===== src/hdl/lvc_pkg.sv =====
`timescale 1ns / 1ps
// ============================================================================
// lvc_pkg
// Shared widths, codes and types of the local variable init/use checker.
// ============================================================================
package lvc_pkg;

    // field widths
    localparam int OP_W   = 3;
    localparam int POS_W  = 24;
    localparam int VAR_W  = 5;
    localparam int KIND_W = 2;

    // per-scope variable count and mark entry layout
    localparam int CNT_W         = 6;
    localparam int VAR_SLOTS     = 32;
    localparam int MARK_W        = 26;
    localparam int MARK_INIT_BIT = 25;
    localparam int MARK_USED_BIT = 24;

    // default sizing
    localparam int DEF_MAX_NEST = 8;
    localparam int DEF_MAX_VARS = 32;

    // event codes
    localparam logic [OP_W-1:0] OP_ACCESS = 3'd0;
    localparam logic [OP_W-1:0] OP_UNDO   = 3'd1;
    localparam logic [OP_W-1:0] OP_DYN    = 3'd2;
    localparam logic [OP_W-1:0] OP_BEGIN  = 3'd3;
    localparam logic [OP_W-1:0] OP_END    = 3'd4;

    // result kinds
    localparam logic [KIND_W-1:0] KIND_ERR   = 2'd0;
    localparam logic [KIND_W-1:0] KIND_WARN  = 2'd1;
    localparam logic [KIND_W-1:0] KIND_FAULT = 2'd2;

    // one result request from the sequencer to the output stage
    typedef struct packed {
        logic              valid;
        logic [POS_W-1:0]  position;
        logic [KIND_W-1:0] kind;
    } t_emit;

endpackage


===== src/hdl/lvc_out_buf.sv =====
`timescale 1ns / 1ps
// ============================================================================
// lvc_out_buf
// Result output stage: holds one result back so the final one of an event
// can be flagged as last, and drives the registered result strobe.
// ============================================================================
module lvc_out_buf (
    input  logic                        i_clk,
    input  logic                        i_rst_n,
    input  lvc_pkg::t_emit              i_emit,
    input  logic                        i_flush,
    output logic                        o_valid,
    output logic [lvc_pkg::POS_W-1:0]   o_position,
    output logic [lvc_pkg::KIND_W-1:0]  o_kind,
    output logic                        o_last
);
    import lvc_pkg::*;

    logic              r_hold_v;
    logic [POS_W-1:0]  r_hold_pos;
    logic [KIND_W-1:0] r_hold_kind;

    // control: hold flag and result strobe
    always_ff @(posedge i_clk) begin
        if (!i_rst_n) begin
            r_hold_v <= 1'b0;
            o_valid  <= 1'b0;
        end else if (i_emit.valid) begin
            r_hold_v <= 1'b1;
            o_valid  <= r_hold_v;
        end else if (i_flush) begin
            r_hold_v <= 1'b0;
            o_valid  <= r_hold_v;
        end else begin
            o_valid  <= 1'b0;
        end
    end

    // payload: the held result moves out when a newer one arrives or at flush
    always_ff @(posedge i_clk) begin
        if (i_emit.valid) begin
            r_hold_pos  <= i_emit.position;
            r_hold_kind <= i_emit.kind;
            o_position  <= r_hold_pos;
            o_kind      <= r_hold_kind;
            o_last      <= 1'b0;
        end else if (i_flush) begin
            o_position  <= r_hold_pos;
            o_kind      <= r_hold_kind;
            o_last      <= 1'b1;
        end
    end

endmodule

===== config.mk =====
export PLATFORM = sky130hd
export DESIGN_NAME = lvc_out_buf
export DESIGN_NICKNAME = d
export VERILOG_FILES = /design/src/hdl/lvc_pkg.sv /design/src/hdl/lvc_out_buf.sv
export SDC_FILE = /design/constraint.sdc
export NUM_CORES = 1
export LEC_CHECK = 0
export CAP_MARGIN = 40
export CORE_MARGIN = 5
export CORE_UTILIZATION = 64
export DETAILED_ROUTE_END_ITERATION = 6
export DONT_BUFFER_PORTS = 1
export HOLD_SLACK_MARGIN = 0.15
export PLACE_DENSITY = 0.8
export SLEW_MARGIN = 20
export SYNTH_ARGS = -nofsm -noshare
export SYNTH_HDL_FRONTEND = slang
export SYNTH_SLANG_ARGS = --single-unit

===== constraint.sdc =====
create_clock -name i_clk -period 2.92 [get_ports i_clk]
set_input_delay 0.292 -clock i_clk [delete_from_list [all_inputs] [get_ports i_clk]]
set_output_delay 0.292 -clock i_clk [all_outputs]
set_load 0.03 [all_outputs]

==> out/metrics.csv, run 1 <==
stage;metric;value;unit
sta;min_period_over_period;46.8;%
floorplan;fp.dieH;60.9;um
grt;track_usage;17.3;%
grt;grt_pass1_vias;721;
clocking;cts_tree;yes;
worst_setup_path;worstPathArrival;1.67;ns
sta;finalSetupViolCount;0;
logic_synthesis;synthCells;61;
logic_synthesis;yosysSeqAreaShare;97.9;%
power;p_leak;0.000725;uW
detailed_routing;routedWlPerCell;21.4;um
power;power_density;680;nW/um2
grt;antenna_found_initial;0;
layout;areaGrowthSynthToFinish;23.9;%
floorplan;dieArea;3710;um2
worst_setup_path;reg2reg_from;o_last;
grt;grt_pass1_wl;4.06;mm
logic_synthesis;synth_adder_area_share;0;%
logic_synthesis;syn_nets;91;
logic_synthesis;synth_area_leaders;edfxtp_1 (94%), dfxtp_1 (3.6%), and2b_1 (0.45%);
layout;fillers;114;
grt;grt_max_degree;29;
sta;drv_slew;0;
placement;pre_cts_slack;1.60;ns
sta;slew_headroom;71.6;%
run_status;outcome;completed;
logic_synthesis;yosysWarnings;0;
clocking;clk_pin_slew;0.13;ns
floorplan;die_w;60.9;um
clocking;clockBufferDepth;2;
clocking;cts_htree_levels;2;
worst_setup_path;path_class;flip-flop to flip-flop;
detailed_routing;initialDrtViolationCount;22;
min_path;hp-start;i_emit[26];
logic_synthesis;synth_xor_area_share;0;%
sta;min_period;1.37;ns
layout;n_antenna_cell;0;
sta;tightest_slew;0.426;ns
sta;finalHoldViolCount;0;
sta;fin_tns_setup;0;ns
logic_synthesis;ys_seq_elements;55;
worst_setup_path;cp_data_required_time;3.23;ns
detailed_routing;dr.pass1.iters;4;
logic_synthesis;synth_compound_area_share;0.453;%
clocking;cts_made_buffers;5;
floorplan;num_io_pins;58;
detailed_routing;antenna_left;0;
logic_synthesis;synth_edf_count;52;
worst_setup_path;setup.worst_path.start_class;flip-flop;
clocking;root_buffer;clkbuf_4;
logic_synthesis;synth_common_cells;edfxtp_1 (52), dfxtp_1 (3), nor2_1 (2);
floorplan;num_rows;18;
logic_synthesis;synth-simple-area-share;1.66;%
layout;drive_gt1_share;8.08;%
detailed_routing;drc;0;
logic_synthesis;synth_top_area_share;94.3;%
logic_synthesis;avgSynthCellArea;27.2;um2
logic_synthesis;synthArstFlopShare;0;%
sta;clock_skew;0.0128;ns
logic_synthesis;synth_cell_types;7;
placement;dpl_cell_area;1700;um2
placement;dp_hpwl;1.45;mm
floorplan;start_util;66.9;%
layout;finalNetCount;128;
detailed_routing;drt-total-wl;2.76;mm
detailed_routing;viasPerCell;5.25;
clocking;clkLatencyLatePin;0.36;ns
placement;port_buffers;0;
logic_synthesis;syn_area;1660;um2
floorplan;core;2480;um2
placement;gp_congestion;0.637;
worst_setup_path;crit_start;o_last;
power;peakVddDrop;0.000633;V
sta;setup_slack;1.55;ns
grt;grt-ovfl-total;0;
logic_synthesis;synth_mux_area_share;0;%
worst_setup_path;crit_path_end_kind;flip-flop;
worst_setup_path;cp_max_fo;2;
clocking;cts_resized;0;
layout;stdcell_area;2050;um2
clocking;clkSinkCount;55;
logic_synthesis;yosysTopAreaCell;edfxtp_1;
logic_synthesis;synth.most_common_cell;edfxtp_1;
logic_synthesis;synth_top_family_by_area;simple AND/OR/NAND/NOR gates;
min_path;hold_path.class;input pin to flip-flop;
sta;max_freq;732;MHz
logic_synthesis;ys.flop_type;edfxtp_1;
sta;rsz0062_at_grt;no;
flow_run;maxCapViolCount;0;
detailed_routing;vias;677;
layer usage:
metal  vias up  global-route usage, %  share of wire (%)  wire length (um)
li1        311                      -                  -                 -
met1       325                   16.8                 36               981
met2        36                   32.4                 56              1540
met3         5                   7.02                7.0               192
met4         0                   6.50                1.8                50
met5         -                      0                  0                 0
per-stage QoR:
step | util (%) | std cells | hold slack (ns) | power (uW)
3_3_place_gp | 68.7 | 92 | 0.369 | 1070
2_1_floorplan | - | 61 | 0.364 | 1060
4_1_cts | 82.8 | 129 | 0.222 | 1390
6_report | 82.8 | 129 | 0.233 | 1390
5_1_grt | 82.8 | 129 | 0.200 | 1460
3_5_place_dp | 68.7 | 92 | 0.376 | 1070
worst max-delay path, stage by stage (launching register included):
cell	delay, ns
dfxtp_1	0.56
nor2_1	0.09
nor2_1	0.10
dlygate4sd3_1	0.57
where the power goes:
part           switching (uW)  internal, uW  total [uW]  leakage [uW]
clock                     204          94.3         299     0.0000293
combinational            21.6          30.9        52.5      0.000151
sequential                101           943        1040      0.000544
total                     327          1070        1390      0.000725
timing repair:
| item | 4_1_cts | 5_1_grt |
|---|---|---|
| buffers inserted | 0 | 0 |
| hold buffers | 29 | 0 |
| endpoints found under the hold margin | 55 | 0 |
flip-flops by register name, indices dropped and copies added (netlist names):
| signal | count |
|---|---|
| o_kind | 2 |
| o_last | 1 |
| o_position | 24 |
| o_valid | 1 |
| r_hold_kind | 2 |
| r_hold_pos | 24 |
| r_hold_v | 1 |
cell usage in the layout (no fill, tap or decap):
cell type      synthesis  routed
and2b_1                1       1
clkbuf_4               0       5
buf_4                  0       1
o21a_1                 1       1
edfxtp_1              52      52
clkbuf_1               0       2
clkinv_2               0       1
and3_1                 1       1
or2_1                  1       1
buf_12                 0       1
dlygate4sd3_1          0      28
dfxtp_1                3       3
nor2_1                 2       2
path summary, 6_finish.rpt:
kind	end	slack (ns)	cells after the start
max	o_last	1.55	3
min	r_hold_pos[3]	0.23	1
max reg2reg	o_last	1.55	3
min reg2reg	o_position[1]	0.43	0
logic make-up (layout without fill, tap and decap cells):
family                 count (synthesis)  count (layout)
DFF                                   55              55
and+or+nand+nor                        5               5
AOI/OAI and AO/OA                      1               1
buffers and inverters                  0              38
final cells by class:
cell class / count / area, um2 / share of cell area (%)
Multi-Input combinational cell: 6 / 35.0 / 1.71
Tap cell: 30 / 37.5 / 1.83
Timing Repair Buffer: 30 / 308 / 15.0
Clock inverter: 1 / 5.00 / 0.244
Sequential cell: 55 / 1620 / 79.0
Clock buffer: 7 / 45.0 / 2.20
Note: power is estimated with default switching activity, not from simulation.
==> run 2, diff against run 1 <==
Settings changed: CORE_UTILIZATION 64 to 59, PLACE_DENSITY 0.8 to 0.75.
Clock period 2.92 ns to 1.4 ns, I/O delays scaled along.
==> run 2 against run 1 <==
Against the previous run:
- the run now ends with negative setup slack left
- non-clock buffer count is 3 higher
- sequential share of layout area decreased by 1.6 points
- cell count grew 3.1%
- die area increased by 7.1%
- worst hold slack gained 0.17 ns
- critical path depth increased by 1
- routed wire length down 14%
- sequential power up 110%
- total power is 110% higher
- critical endpoint is now r_hold_v
- global-route usage is 4.7 points lower
- combinational power increased by 130%
==> out/metrics.csv, run 2 (synthesis results as in run 1) <==
stage;metric;value;unit
layout;drive_gt1_share;7.84;%
clocking;clkSinkCount;55;
layout;regArea;1620;um2
sta;rsz0062_at_grt;no;
placement;dpl_cell_area;1720;um2
worst_setup_path;r2r-end;r_hold_v;
detailed_routing;initialDrtViolationCount;23;
grt;grt_pass1_vias;712;
grt;grt_max_degree;30;
clocking;clockBufferDepth;2;
run_status;outcome;finished with violations;
clocking;cts_made_buffers;5;
detailed_routing;drt-total-wl;2.38;mm
run_status;violations;negative setup slack;
detailed_routing;viasPerCell;5.09;
power;p_leak;0.000742;uW
floorplan;dieArea;3970;um2
placement;gp_congestion;0.603;
sta;min_period;1.41;ns
layout;mostFrequentLayoutCell;edfxtp_1;
placement;pre_cts_slack;0.567;ns
layout;biggestRegsByFlops;o_position (24), r_hold_pos (24);
detailed_routing;vias;677;
sta;clock_skew;0.00539;ns
detailed_routing;antenna_left;0;
grt;grt-ovfl-total;0;
power;peakVddDrop;0.00103;V
power;finalPower;2890;uW
floorplan;start_util;60.6;%
layout;final_cell_mix;edfxtp_1 (52), dlygate4sd3_1 (31), clkbuf_4 (5);
layout;multi_input_area;35.0;um2
layout;areaGrowthSynthToFinish;26.5;%
clocking;cts_htree_levels;2;
sta;slew_headroom;79.7;%
sta;min_period_over_period;101;%
sta;setup_slack;-0.00753;ns
floorplan;num_io_pins;58;
placement;port_buffers;0;
grt;antenna_found_initial;0;
clocking;clkLatencyLatePin;0.34;ns
clocking;cts_tree;yes;
detailed_routing;dr.pass1.iters;3;
worst_setup_path;crit_path_end_kind;flip-flop;
sta;tightest_slew;0.305;ns
worst_setup_path;cp_max_fo;29;
min_path;hold_path.class;input pin to flip-flop;
worst_setup_path;setup.worst_path.start_class;input pin;
worst_setup_path;reg2reg_depth;3;
grt;track_usage;12.6;%
clocking;root_buffer;clkbuf_4;
grt;grt_pass1_wl;3.57;mm
sta;finalHoldViolCount;0;
worst_setup_path;rrSetupSlack;0.09;ns
power;power_density;1380;nW/um2
sta;finalSetupViolCount;1;
layout;stdcell_area;2100;um2
floorplan;num_rows;19;
worst_setup_path;path_class;input pin to flip-flop;
worst_setup_path;reg2reg_from;r_hold_v;
worst_setup_path;cp_data_required_time;1.65;ns
layout;utilization;76.7;%
layout;n_antenna_cell;0;
floorplan;die_w;63.0;um
floorplan;fp.dieH;63.0;um
floorplan;core;2730;um2
clocking;clk_pin_slew;0.13;ns
min_path;hold_depth;1;
layout;finalNetCount;131;
flow_run;maxCapViolCount;0;
sta;drv_slew;0;
sta;max_freq;710;MHz
placement;dp_hpwl;1.32;mm
worst_setup_path;worstPathArrival;1.66;ns
sta;hold-worst-slack;0.406;ns
detailed_routing;routedWlPerCell;17.9;um
layout;fillers;140;
min_path;min_to;r_hold_pos[20];
detailed_routing;drc;0;
min_path;hp-start;i_emit[22];
[run 2: how the worst max path moves through the flow]
| stage | to | start | slack (ns) |
|---|---|---|---|
| global route | r_hold_v | i_emit[26] | 0.005 |
| global placement | o_position[10] | i_flush | 0.57 |
| floorplan | o_kind[0] | i_emit[26] | 0.25 |
| finish | r_hold_v | i_emit[26] | -0.008 |
| CTS | r_hold_v | i_emit[26] | 0.008 |
| detailed placement | o_position[10] | i_flush | 0.57 |
[run 2: metrics by stage]
| step | setup TNS [ns] | cells |
|---|---|---|
| after floorplan | 0 | 61 |
| after global placement | 0 | 93 |
| after detailed placement | 0 | 93 |
| after CTS | 0 | 133 |
| after global routing | 0 | 133 |
| final | -0.00753 | 133 |
[run 2: final cells by class]
cell class	instances	area share [%]
clock buffers	8	2.33
multi-input cells	6	1.67
flip-flops and latches	55	77.4
well taps	31	1.85
repair buffers	33	16.7
[run 2: worst max-delay path, cell delays in order]
cell	delay, ns
dlygate4sd3_1	0.58
buf_12	0.19
o21a_1	0.20
dlygate4sd3_1	0.55
[run 2: metal layers]
layer | track usage [%] | up-vias | share of wire, %
met3 | 4.50 | 5 | 8.8
met1 | 12.5 | 313 | 34
met4 | 7.16 | 0 | 2.1
li1 | - | 319 | -
met5 | 0 | - | 0
met2 | 22.2 | 40 | 55
[run 2: what timing repair did]
item | in CTS | in global routing
hold buffers | 32 | 0
endpoints found under the setup margin | 0 | 1
resized for setup | 0 | 1
endpoints found under the hold margin | 55 | 0
buffers inserted | 0 | 0
[run 2: report_power, final]
group | switching (uW) | leakage [uW] | internal [uW] | total, uW
clock | 403 | 0.0000265 | 201 | 604
sequential | 203 | 0.000544 | 1970 | 2170
combinational | 47.0 | 0.000171 | 73.9 | 121
total | 652 | 0.000742 | 2240 | 2890
==> run 3, diff against run 2 <==
--- a/config.mk
+++ b/config.mk
@@ -7,5 +7,4 @@
 export LEC_CHECK = 0
 export CAP_MARGIN = 40
-export CORE_MARGIN = 5
 export CORE_UTILIZATION = 59
 export DETAILED_ROUTE_END_ITERATION = 6
==> constraint.sdc (replaced) <==
create_clock -name i_clk -period 1.4 [get_ports i_clk]
set_input_delay 0.14 -clock i_clk [delete_from_list [all_inputs] [get_ports i_clk]]
set_output_delay 0.14 -clock i_clk [all_outputs]
set_load 0.1 [all_outputs]
==> run 3 against run 2 <==
Against the previous run:
- the flow now finishes without violations
- sequential power is 7% lower
- clock skew is 0.00099 ns higher
- routed wire length grew 62%
- first-iteration DRC count did not move
- flip-flop and latch count did not move
- utilization grew 14 points
- via count grew 26%
==> out/metrics.csv, run 3 (synthesis results as in run 1) <==
stage;metric;value;unit
run_status;outcome;completed;
clocking;root_buffer;clkbuf_4;
layout;finalNetCount;160;
floorplan;fp.dieH;55.0;um
detailed_routing;vias;856;
grt;antenna_found_initial;1;
sta;clock_skew;0.00638;ns
worst_setup_path;crit_path_end_kind;flip-flop;
floorplan;die_w;55.0;um
layout;mostFrequentLayoutCell;edfxtp_1;
worst_setup_path;slowest_delay;0.56;ns
grt;grt_pass1_wl;4.66;mm
floorplan;num_rows;18;
floorplan;dieArea;3020;um2
layout;stdcell_area;2330;um2
sta;drv_slew;0;
sta;max_freq;723;MHz
grt;grt_max_degree;30;
layout;final_cell_mix;edfxtp_1 (52), dlygate4sd3_1 (30), buf_4 (28);
clocking;cts_htree_levels;2;
power;p_leak;0.000898;uW
detailed_routing;initialDrtViolationCount;23;
sta;fin_tns_setup;0;ns
placement;gp_congestion;0.619;
worst_setup_path;worstPathArrival;1.63;ns
placement;port_buffers;0;
sta;finalSetupViolCount;0;
clocking;cts_made_buffers;5;
clocking;clockBufferDepth;2;
worst_setup_path;cp_max_fo;2;
detailed_routing;viasPerCell;5.28;
clocking;cts_tree;yes;
grt;grt_pass1_vias;836;
sta;slew_headroom;79.9;%
min_path;hold_depth;1;
flow_run;maxCapViolCount;0;
sta;rsz0062_at_grt;no;
floorplan;core;2570;um2
worst_setup_path;cp_data_required_time;1.65;ns
grt;track_usage;26.0;%
detailed_routing;antenna_left;0;
detailed_routing;drc;0;
detailed_routing;drt-total-wl;3.85;mm
min_path;hold_path.class;input pin to flip-flop;
power;peakVddDrop;0.00139;V
layout;biggestRegsByFlops;o_position (24), r_hold_pos (24);
floorplan;num_io_pins;58;
sta;finalHoldViolCount;0;
detailed_routing;dr.pass1.iters;6;
sta;min_period;1.38;ns
worst_setup_path;cp.depth;3;
sta;tightest_slew;0.302;ns
layout;drive_gt1_share;27.5;%
layout;areaGrowthSynthToFinish;40.9;%
worst_setup_path;critPathTopFamily;buffers and inverters;
worst_setup_path;path_cells;and2b_1 -> o21a_1 -> dlygate4sd3_1;
power;power_density;1500;nW/um2
layout;fillers;85;
detailed_routing;routedWlPerCell;23.7;um
worst_setup_path;setup.worst_path.start_class;flip-flop;
floorplan;start_util;64.5;%
worst_setup_path;reg2reg_depth;3;
placement;dpl_cell_area;1920;um2
grt;grt-ovfl-total;0;
worst_setup_path;path_class;flip-flop to flip-flop;
sta;min_period_over_period;98.7;%
worst_setup_path;cp_num_buf_inv;1;
clocking;clk_pin_slew;0.14;ns
worst_setup_path;cp_slowest_cell;dlygate4sd3_1;
clocking;clkSinkCount;55;
clocking;clkLatencyLatePin;0.36;ns
-- run 3: cell count changes in the layout (fill, tap and decap cells not counted), sizes merged --
cell,before,now
diode,0,1
dlygate4sd3,31,30
dlymetal6s4s,0,1
buf,2,30
clkbuf,8,9
-- run 3: worst paths after layout --
check	endpoint	start	slack, ns
max	r_hold_v	r_hold_v	0.02
min	r_hold_pos[13]	i_emit[15]	0.40
max reg2reg	r_hold_v	r_hold_v	0.02
min reg2reg	o_position[18]	r_hold_pos[18]	0.44
-- run 3: final cells by class --
type / instances / area (um2) / area share (%)
Antenna cell: 1 / 2.50 / 0.107
Clock buffer: 8 / 48.8 / 2.09
Multi-Input combinational cell: 6 / 35.0 / 1.50
Sequential cell: 55 / 1620 / 69.5
Tap cell: 30 / 37.5 / 1.61
Timing Repair Buffer: 62 / 588 / 25.2
-- run 3: worst reg2reg max path, delay by kind of cell, from the launching register on --
kind	cells	cell delay (ns)
buffers and inverters	1	0.56
and+or+nand+nor	1	0.19
AOI/OAI and AO/OA	1	0.19
DFF	1	0.35
-- run 3: layer usage --
metal / routed length, um / global-route usage, % / vias up
met5: 0 / 0 / -
met4: 80 / 9.58 / 0
met3: 289 / 10.7 / 8
met2: 2100 / 42.4 / 53
met1: 1380 / 31.2 / 416
li1: - / - / 379
-- run 3: what timing repair did --
action | 4_1_cts | 5_1_grt
resized for setup | 0 | 1
hold buffers | 32 | 0
buffers inserted | 0 | 0
setup endpoints to repair | 0 | 1
endpoints found under the hold margin | 55 | 0
-- run 3: report_power, final --
part / switching, uW / internal (uW) / leakage, uW
logic: 656 / 175 / 0.000327
clock network: 437 / 202 / 0.0000266
registers: 60.9 / 1960 / 0.000544
-- run 3: metrics by stage --
step	setup WS [ns]	hold slack, ns	power [uW]	utilization (%)	std cells
2_1_floorplan	0.207	0.212	2620	-	61
3_3_place_gp	0.572	0.217	2750	75.0	120
3_5_place_dp	0.558	0.220	2760	75.0	120
4_1_cts	0.0330	0.380	3440	89.7	160
5_1_grt	0.00710	0.372	3590	90.9	162
6_report	0.0175	0.398	3490	90.9	162
